**src/hdl/lfu_pkg.sv**
```systemverilog
package lfu_pkg;

    localparam int ENTRIES    = 16;
    localparam int KEY_BITS   = 64;
    localparam int VALUE_BITS = 64;
    localparam int COUNT_BITS = 16;
    localparam int IDX_BITS   = $clog2(ENTRIES);

    typedef enum logic [1:0] {
        REQ_GET = 2'd0,
        REQ_SET = 2'd1,
        REQ_DEL = 2'd2,
        REQ_CLR = 2'd3
    } t_req_type;

    typedef enum logic [1:0] {
        ST_IDLE,
        ST_SCAN,
        ST_WRITE
    } t_state;

    typedef struct packed {
        t_req_type               req_type;
        logic [KEY_BITS-1:0]     key;
        logic [VALUE_BITS-1:0]   value;
    } t_req;

    typedef struct packed {
        logic                    hit;
        logic [VALUE_BITS-1:0]   value_out;
    } t_rsp;

    typedef struct packed {
        logic [KEY_BITS-1:0]     key;
        logic [VALUE_BITS-1:0]   value;
        logic [COUNT_BITS-1:0]   count;
    } t_row;

    typedef struct packed {
        logic                    key_eq;
        logic                    cnt_lt;
        logic [COUNT_BITS-1:0]   cnt_inc;
    } t_cmp;

endpackage

```
**src/hdl/lfu_cmp.sv**
```systemverilog
module lfu_cmp
    import lfu_pkg::*;
(
    input  logic [KEY_BITS-1:0]   i_entry_key,
    input  logic [KEY_BITS-1:0]   i_req_key,
    input  logic [COUNT_BITS-1:0] i_entry_cnt,
    input  logic [COUNT_BITS-1:0] i_min_cnt,
    output t_cmp                  o_cmp
);

    always_comb begin
        o_cmp.key_eq  = (i_entry_key == i_req_key);
        o_cmp.cnt_lt  = (i_entry_cnt < i_min_cnt);
        o_cmp.cnt_inc = (i_entry_cnt == {COUNT_BITS{1'b1}}) ? i_entry_cnt
                                                             : i_entry_cnt + 1'b1;
    end

endmodule

```
**src/hdl/lfu_key_value_cache.sv**
```systemverilog
// LFU key/value cache, 16 entries, fully associative. A get, set or delete
// request runs from acceptance to the cycle the response is loaded through an
// accept step that issues the first entry read, a scan in which a single
// compare unit walks the entry memory one entry per cycle (match, first free
// slot, smallest count), and a write-back step. A clear skips the scan. The
// request side is not ready during that work; a response waiting on o_rsp
// only stalls write-back. Set does not look for an existing copy of the key,
// so duplicate keys can coexist; get and delete act on the lowest matching
// entry, set evicts the lowest-index entry with the smallest count.
module lfu_key_value_cache
    import lfu_pkg::*;
(
    input  logic i_clk,
    input  logic i_rst_n,
    input  logic i_req_valid,
    output logic o_req_ready,
    input  t_req i_req,
    output logic o_rsp_valid,
    input  logic i_rsp_ready,
    output t_rsp o_rsp
);

    localparam logic [IDX_BITS-1:0] IDX_LAST = IDX_BITS'(ENTRIES - 1);

    t_state                r_state, n_state;
    t_req                  r_req;
    logic [IDX_BITS-1:0]   r_idx;
    logic [ENTRIES-1:0]    r_valid;
    logic                  r_found;
    logic [IDX_BITS-1:0]   r_slot;
    t_row                  r_hit_row;
    logic [COUNT_BITS-1:0] r_hit_inc;
    logic [IDX_BITS-1:0]   r_min_slot;
    logic [COUNT_BITS-1:0] r_min_cnt;

    t_row                  r_mem [ENTRIES];
    t_row                  r_rd_row;

    logic                  w_accept;
    logic                  w_wr_go;
    logic                  w_we;
    logic [IDX_BITS-1:0]   w_rd_addr;
    logic [IDX_BITS-1:0]   w_wr_addr;
    t_row                  w_wr_row;
    logic [IDX_BITS-1:0]   w_set_slot;
    logic                  w_cur_valid;
    logic                  w_take;
    t_rsp                  w_rsp;
    t_cmp                  w_cmp;

    lfu_cmp u_cmp (
        .i_entry_key (r_rd_row.key),
        .i_req_key   (r_req.key),
        .i_entry_cnt (r_rd_row.count),
        .i_min_cnt   (r_min_cnt),
        .o_cmp       (w_cmp)
    );

    assign w_accept    = i_req_valid && o_req_ready;
    assign w_wr_go     = !o_rsp_valid || i_rsp_ready;
    assign w_cur_valid = r_valid[r_idx];
    assign w_set_slot  = r_found ? r_slot : r_min_slot;

    // first free entry for set, first valid match otherwise
    assign w_take = !r_found &&
                    ((r_req.req_type == REQ_SET) ? !w_cur_valid
                                                 : (w_cur_valid && w_cmp.key_eq));

    always_ff @(posedge i_clk) begin
        if (!i_rst_n) begin
            r_state <= ST_IDLE;
        end else begin
            r_state <= n_state;
        end
    end

    always_comb begin
        n_state     = r_state;
        o_req_ready = 1'b0;
        w_we        = 1'b0;
        w_rd_addr   = '0;
        w_wr_addr   = r_slot;
        w_wr_row    = r_hit_row;
        w_rsp       = '0;
        case (r_state)
            ST_IDLE: begin
                o_req_ready = 1'b1;
                if (i_req_valid) begin
                    n_state = (i_req.req_type == REQ_CLR) ? ST_WRITE : ST_SCAN;
                end
            end
            ST_SCAN: begin
                w_rd_addr = r_idx + 1'b1;
                if (r_idx == IDX_LAST) begin
                    n_state = ST_WRITE;
                end
            end
            ST_WRITE: begin
                case (r_req.req_type)
                    REQ_GET: begin
                        w_we           = r_found;
                        w_wr_row.count = r_hit_inc;
                        w_rsp.hit      = r_found;
                        w_rsp.value_out = r_found ? r_hit_row.value : '0;
                    end
                    REQ_SET: begin
                        w_we           = 1'b1;
                        w_wr_addr      = w_set_slot;
                        w_wr_row.key   = r_req.key;
                        w_wr_row.value = r_req.value;
                        w_wr_row.count = '0;
                    end
                    REQ_DEL: begin
                        w_rsp.hit = r_found;
                    end
                    default: begin
                    end
                endcase
                if (w_wr_go) begin
                    n_state = ST_IDLE;
                end else begin
                    w_we = 1'b0;
                end
            end
            default: begin
                n_state = ST_IDLE;
            end
        endcase
    end

    always_ff @(posedge i_clk) begin
        if (w_we) begin
            r_mem[w_wr_addr] <= w_wr_row;
        end
        r_rd_row <= r_mem[w_rd_addr];
    end

    always_ff @(posedge i_clk) begin
        if (!i_rst_n) begin
            r_valid     <= '0;
            o_rsp_valid <= 1'b0;
        end else begin
            if (r_state == ST_WRITE && w_wr_go) begin
                o_rsp_valid <= 1'b1;
                case (r_req.req_type)
                    REQ_SET: r_valid[w_set_slot] <= 1'b1;
                    REQ_DEL: begin
                        if (r_found) begin
                            r_valid[r_slot] <= 1'b0;
                        end
                    end
                    REQ_CLR: r_valid <= '0;
                    default: begin
                    end
                endcase
            end else if (i_rsp_ready) begin
                o_rsp_valid <= 1'b0;
            end
        end
    end

    always_ff @(posedge i_clk) begin
        if (w_accept) begin
            r_req   <= i_req;
            r_idx   <= '0;
            r_found <= 1'b0;
        end
        if (r_state == ST_SCAN) begin
            r_idx <= r_idx + 1'b1;
            if (w_take) begin
                r_found   <= 1'b1;
                r_slot    <= r_idx;
                r_hit_row <= r_rd_row;
                r_hit_inc <= w_cmp.cnt_inc;
            end
            if (r_idx == '0 || w_cmp.cnt_lt) begin
                r_min_slot <= r_idx;
                r_min_cnt  <= r_rd_row.count;
            end
        end
        if (r_state == ST_WRITE && w_wr_go) begin
            o_rsp <= w_rsp;
        end
    end

`ifndef ASSERT_OFF
    a_scan_end: assert property (@(posedge i_clk) disable iff (!i_rst_n)
        (r_state == ST_SCAN && r_idx == IDX_LAST) |=> r_state == ST_WRITE)
        else $error("scan did not end in write-back");

    a_clear_all: assert property (@(posedge i_clk) disable iff (!i_rst_n)
        (r_state == ST_WRITE && w_wr_go && r_req.req_type == REQ_CLR)
            |=> r_valid == '0)
        else $error("clear left a valid entry");

    a_set_fills: assert property (@(posedge i_clk) disable iff (!i_rst_n)
        (r_state == ST_WRITE && w_wr_go && r_req.req_type == REQ_SET)
            |=> r_valid != '0)
        else $error("set left no valid entry");

    a_rsp_src: assert property (@(posedge i_clk) disable iff (!i_rst_n)
        $rose(o_rsp_valid) |-> $past(r_state) == ST_WRITE)
        else $error("response raised outside write-back");
`endif

endmodule
```
**config.mk**
```make
export PLATFORM = sky130hd
export DESIGN_NAME = lfu_key_value_cache
export DESIGN_NICKNAME = d
export VERILOG_FILES = /design/src/hdl/lfu_pkg.sv /design/src/hdl/lfu_cmp.sv /design/src/hdl/lfu_key_value_cache.sv
export SDC_FILE = /design/constraint.sdc
export NUM_CORES = 2
export LEC_CHECK = 0
export ABC_AREA = 1
export BUFFER_PORTS_ARGS = -buffer_cell sky130_fd_sc_hd__buf_2
export CAP_MARGIN = 0
export CORE_MARGIN = 1.5
export CORE_UTILIZATION = 40
export DETAILED_ROUTE_END_ITERATION = 12
export PLACE_DENSITY_LB_ADDON = 0.08
export SLEW_MARGIN = 20
export SYNTH_ARGS = -nofsm -noshare
export SYNTH_HDL_FRONTEND = slang
export SYNTH_SLANG_ARGS = --single-unit
```
**constraint.sdc**
```tcl
create_clock -name i_clk -period 14.5 [get_ports i_clk]
set_input_delay 2.9 -clock i_clk [delete_from_list [all_inputs] [get_ports i_clk]]
set_output_delay 2.9 -clock i_clk [all_outputs]
set_load 0.02 [all_outputs]
```
Word-level counts from Yosys, hierarchy flattened
Memory sizes are Yosys's and may differ from the RTL's. A register that Yosys moved wholly into a read port is not among the register bits.
Index checks and enable logic that the tools add are counted.
- register bits after elaboration: 403
- bits in writable memories: 2304
- input bits: 134
- output and inout port bits: 67
- word-level logic and storage cells: 101
- memories: 1
- memory list (memory ; depth ; width ; rd ports ; clocked after Yosys merged registers in ; write ports ; RTL line ; source):
    r_mem ; 16 ; 144 ; 1 ; 1 ; 1 ; lfu_key_value_cache.sv:36 ; t_row r_mem [ENTRIES];
- add/subtract/negate cells: 2
- order comparisons: 6
- equal/unequal tests: 13
- multiplexer cells: 35
- bitwise logic cells: 3
- reduce and logical (&&, ||, !) cells: 24
- operator list (kind ; count):
    $mux 144 ; 1
    $mux 128 ; 1
    $eq 64x64->1 ; 1
    $pmux 16 s3 ; 1
    $mux 16 ; 2
    $pmux 16 s2 ; 1
    $mux 4 ; 6
    $add 16x1->16 const B ; 1
    $and 16x16->16 ; 1
    $eq 16x16->1 const B ; 1
    $lt 16x16->1 ; 1
    $not 16->16 ; 1
    $or 16x16->16 ; 1
    $lt 4x5->1 const B ; 3
    $mux 1 ; 14
    $reduce_and 3->1 ; 3
    $demux 1 s4 ; 2
    $eq 2x2->1 const B ; 4
    $ge 4x1->1 const B ; 2
    $mux 2 ; 4
    $ne 2x2->1 const B ; 4
    $logic_and 1x1->1 ; 6
    $pmux 2 s3 ; 1
    $reduce_and 2->1 ; 3
    other kinds (12) ; 18

Longest topological paths before layout
- word-level depth: 8
- depth in mapped cells: 12
- gate-level depth less buffers: 12

Modules after synthesis
Synthesis repeated with hierarchy kept, for this count alone.
- cell total of the unflattened synthesis: 8380
- area, all modules: 112228.9 µm²
- modules (own cells, without submodules) (module ; times used ; cells an instance ; area each (µm²) ; sequential area each (µm²)):
    lfu_key_value_cache ; 1 ; 8017 ; 110374.6 ; 83970.5
    lfu_cmp ; 1 ; 363 ; 1854.3 ; 0.0

Worst setup path before layout
No wires, ideal clock.
- path kind: input to register
- from: input port i_rsp_ready
- to: memory r_mem[0][0] in the netlist's numbering, enable pin
- library setup time: 0.650 ns
- arrival: 12.617 ns
- data required time: 13.850 ns
- slack: 1.233 ns
- cell stages on the path: 6
- buffers on the path: 0
- cell sequence: nor2_1 > nor2_1 > o21ai_1 > nor2_1 > nand3_1 > nor2_1
- longest elaborated chain between the ends: 5
- ends and longest elaborated chain (item ; RTL line ; source):
    from (decl) ; lfu_key_value_cache.sv:19 ; input logic i_rsp_ready,
    $logic_or 1x1->1 ; lfu_key_value_cache.sv:60 ; assign w_wr_go = !o_rsp_valid || i_rsp_ready;
    $mux 1 ; lfu_key_value_cache.sv:119 ; if (w_wr_go) begin
    $mux 1 ; lfu_key_value_cache.sv:85 ; case (r_state)
    $mux 1 ; lfu_key_value_cache.sv:132 ; if (w_we) begin
    $mux 1 (implied by the code) ; lfu_key_value_cache.sv:133 ; r_mem[w_wr_addr] <= w_wr_row;
    to (decl) ; lfu_key_value_cache.sv:36 ;
No other way between the ends.

Final worst setup path
- from: input port i_rsp_ready
- to: memory r_mem[2][117] in the netlist's numbering, enable pin
Same word-level chain as after synthesis.

==> results.sh <==
export IMPL_ys_ff_latch=2851
export IMPL_holdCritPathClass="reg -> reg"
export IMPL_htree_num_levels=5
export IMPL_p_clk_share_pct=40.4
export IMPL_nets=8472
export IMPL_dp_cells=11600
export IMPL_cp_num_buf_inv=4
export IMPL_tightest_slew_ps=1120
export IMPL_hold_buffers=0
export IMPL_grt_overflow_total=0
export IMPL_via_count=65300
export IMPL_multi_input_area_um2=23000
export IMPL_worstPathRequired_ps=15000
export IMPL_path_cells="buf_2, nor2_1, nor2_4, buf_4, o21ai_1, nor2_1, nand3_1, nor2_4, buf_4, buf_4"
export IMPL_start_util_pct=40.2
export IMPL_routed_wl_mm=300
export IMPL_via_per_inst=5.37
export IMPL_worstSetupStartpointType="primary input"
export IMPL_portBuffers=200
export IMPL_p_int_w=0.0147
export IMPL_avgSynthCellArea_um2=13.5
export IMPL_grt_pass1_wl_mm=443
export IMPL_seq_area_um2=84000
export IMPL_max_freq_ghz=0.152
export IMPL_cts_resized=0
export IMPL_power_leakage_nw=41.6
export IMPL_rr_startpoint="r_idx[0]"
export IMPL_die_x_um=527
export IMPL_ys_types=41
export IMPL_fin_util_pct=45.8
export IMPL_numCtsBuffers=314
export IMPL_placementRows=192
export IMPL_cp_arrival_ps=7090
export IMPL_cpPeakStageDelay_ps=870
export IMPL_path_max_fanout=45
export IMPL_dpl_hpwl_mm=146
export IMPL_max_cap_violations=0
export IMPL_hold_start="r_rd_row[72]"
export IMPL_die_area_um2=278000
export IMPL_grt_max_degree=207
export IMPL_dr_pass1_iters=6
export IMPL_rsz0062_at_grt="no"
export IMPL_cts_root_buf="clkbuf_16"
export IMPL_synth_top_area_share_pct=73.5
export IMPL_cp_startpoint="i_rsp_ready"
export IMPL_fillers=24300
export IMPL_cts_tree="built"
export IMPL_synth_area_leaders="edfxtp_1 (73%), o21ai_0 (5.1%), nor2_1 (4.8%)"
export IMPL_ios=201
export IMPL_critPathTopFamily="buffers and inverters"
export IMPL_seq_power_share_pct=48.7
export IMPL_setup_viol=0
export IMPL_power_density_nw_per_um2=157
export IMPL_syn_inst=8156
export IMPL_path_common_cell="buf_4"
export IMPL_crit_type="in -> reg"
export IMPL_tns_ps=0
export IMPL_p_sw_share_pct=25.3
export IMPL_synthArstFlopShare_pct=0
export IMPL_core_um2=273000
export IMPL_ys_warnings_count=0
export IMPL_clock_latency_ps=920
export IMPL_synth_fp_nets=8308
export IMPL_cts_buffer_depth=4
export IMPL_p_comb_share_pct=10.8
export IMPL_drive_above_1_share_pct=10.8
export IMPL_irDropWorstVdd_mv=0.0993
export IMPL_fin_cells=12200
export IMPL_chipHeight_um=527
export IMPL_avgRoutedWirePerCell_um=24.6
export IMPL_ys_flop_type="edfxtp_1"
export IMPL_antenna_found_initial=3
export IMPL_area_delta_synth_final_pct=14.1
export IMPL_power_switching_w=0.00500
export IMPL_end_kind="register"
export IMPL_status="completed"
export IMPL_slew_headroom_pct=25.3
export IMPL_clk_pin_slew_worst_paths_ps=60
export IMPL_cts_sinks=2851
export IMPL_cpMaxStageDelayCell="buf_4"
export IMPL_drtIter0Drc=5108
export IMPL_gp_routability_congestion=0.751
export IMPL_postRouteAntennaNets=0
export IMPL_whs_ps=399
export IMPL_min_period_over_period_pct=45.5
export IMPL_fin_skew_ps=54.5
export IMPL_cts_setup_buffers=0
export IMPL_synth_top_cell_by_area="edfxtp_1"
export IMPL_synth_seq_area_share_pct=76.4
export IMPL_period_needed_ps=6590
export IMPL_grt_usage_pct=21.2
export IMPL_slew_violations=0
export IMPL_route_detailed_drc=0
export IMPL_synth_edf_count=2687
export IMPL_syn_cell_area_um2=110000
export IMPL_hold_viol=0
export IMPL_first_global_vias=65400
cells in the final DEF (no fill, tap or decap), types with 23 or more instances in the layout:
master / instances
edfxtp_1: 2687
nor2_1: 1397
o21ai_0: 1088
nand2_1: 589
o211ai_1: 479
clkbuf_16: 321
nand3_1: 276
inv_1: 229
o21bai_1: 206
buf_2: 200
a21oi_1: 177
dfxtp_1: 164
buf_4: 137
clkbuf_1: 76
o21ai_1: 53
clkinv_2: 47
a31oi_1: 45
o31ai_1: 45
clkinv_1: 39
clkbuf_8: 36
buf_12: 26
bufinv_16: 24
xnor2_1: 23
a21oi_2: 23
worst reg2reg max path, delay by kind of cell, from the launching register on:
kind,cells,cell delay (ps)
flip-flops,1,320
AND/OR/NAND/NOR,3,830
adder cells (fa/ha/maj),1,460
buffers and inverters,5,3220
AO/OA/AOI/OAI,2,630
layer usage:
metal	part of all wire (%)	vias up	global-route usage, %
met1	46	33400	29.3
met4	2.2	0	5.24
li1	-	30300	-
met2	49	1299	35.9
met5	0	-	0
met3	3.5	417	2.15
layout make-up:
class,count,share of cell area (%)
Inverter,237,0.751
Tap cell,3589,3.58
Sequential cell,2851,67.0
Multi-Input combinational cell,4552,18.4
Timing Repair Buffer,364,2.06
Clock inverter,141,1.19
Antenna cell,2,0.00399
Clock buffer,433,7.03
power by group through the flow:
stage | clock network, W | logic (W) | registers [W]
after detailed placement | 0 | 0.00217 | 0.00979
after floorplan | 0 | 0.00137 | 0.00974
after CTS | 0.00817 | 0.00217 | 0.00962
after global routing | 0.00846 | 0.00238 | 0.00964
final | 0.00798 | 0.00214 | 0.00962
after global placement | 0 | 0.00215 | 0.00979
kinds of logic after synthesis:
logic type               share of synthesized area (%)
flip-flops                                        76.4
AND/OR/NAND/NOR                                   8.33
AO/OA/AOI/OAI                                     11.7
buffers and inverters                             2.91
XOR/XNOR                                         0.231
multiplexers                                     0.215
adder cells (fa/ha/maj)                          0.205
sequential cells by signal, indices dropped and copies added, names as in the netlist, 2 cells and up:
name / count
r_req: 130
r_min_cnt: 16
o_rsp: 65
r_slot: 4
r_hit_row: 144
r_state: 2
r_min_slot: 4
r_valid: 16
r_rd_row: 144
r_mem: 2304
r_hit_inc: 16
r_idx: 4
metrics by stage:
stage / total power (W) / cell area (um2) / setup slack (ps)
floorplan: 0.0111 / 110000 / 1230
global placement: 0.0119 / 115000 / 6670
detailed placement: 0.0120 / 115000 / 6850
CTS: 0.0200 / 125000 / 7810
global route: 0.0205 / 125000 / 7670
finish: 0.0197 / 125000 / 7910
synth_stat cells, types with 21 or more instances:
library cell  number
a21oi_1          201
a31oi_1           45
buf_2            228
clkbuf_1         246
dfxtp_1          164
edfxtp_1        2687
inv_1            230
mux2_2            21
nand2_1          591
nand3_1          276
nor2_1          1415
o211ai_1         479
o21ai_0         1111
o21ai_1           46
o21bai_1         206
o31ai_1           45
xnor2_1           23
path summary, 6_finish.rpt:
path	to	slack [ps]	cells past startpoint
max	r_mem[2][117]	7910	10
max reg2reg	r_rd_row[40]	8980	11
min reg2reg	r_hit_row[72]	400	0
min	r_hit_row[72]	400	0
Note: power is estimated with default switching activity, not from simulation.
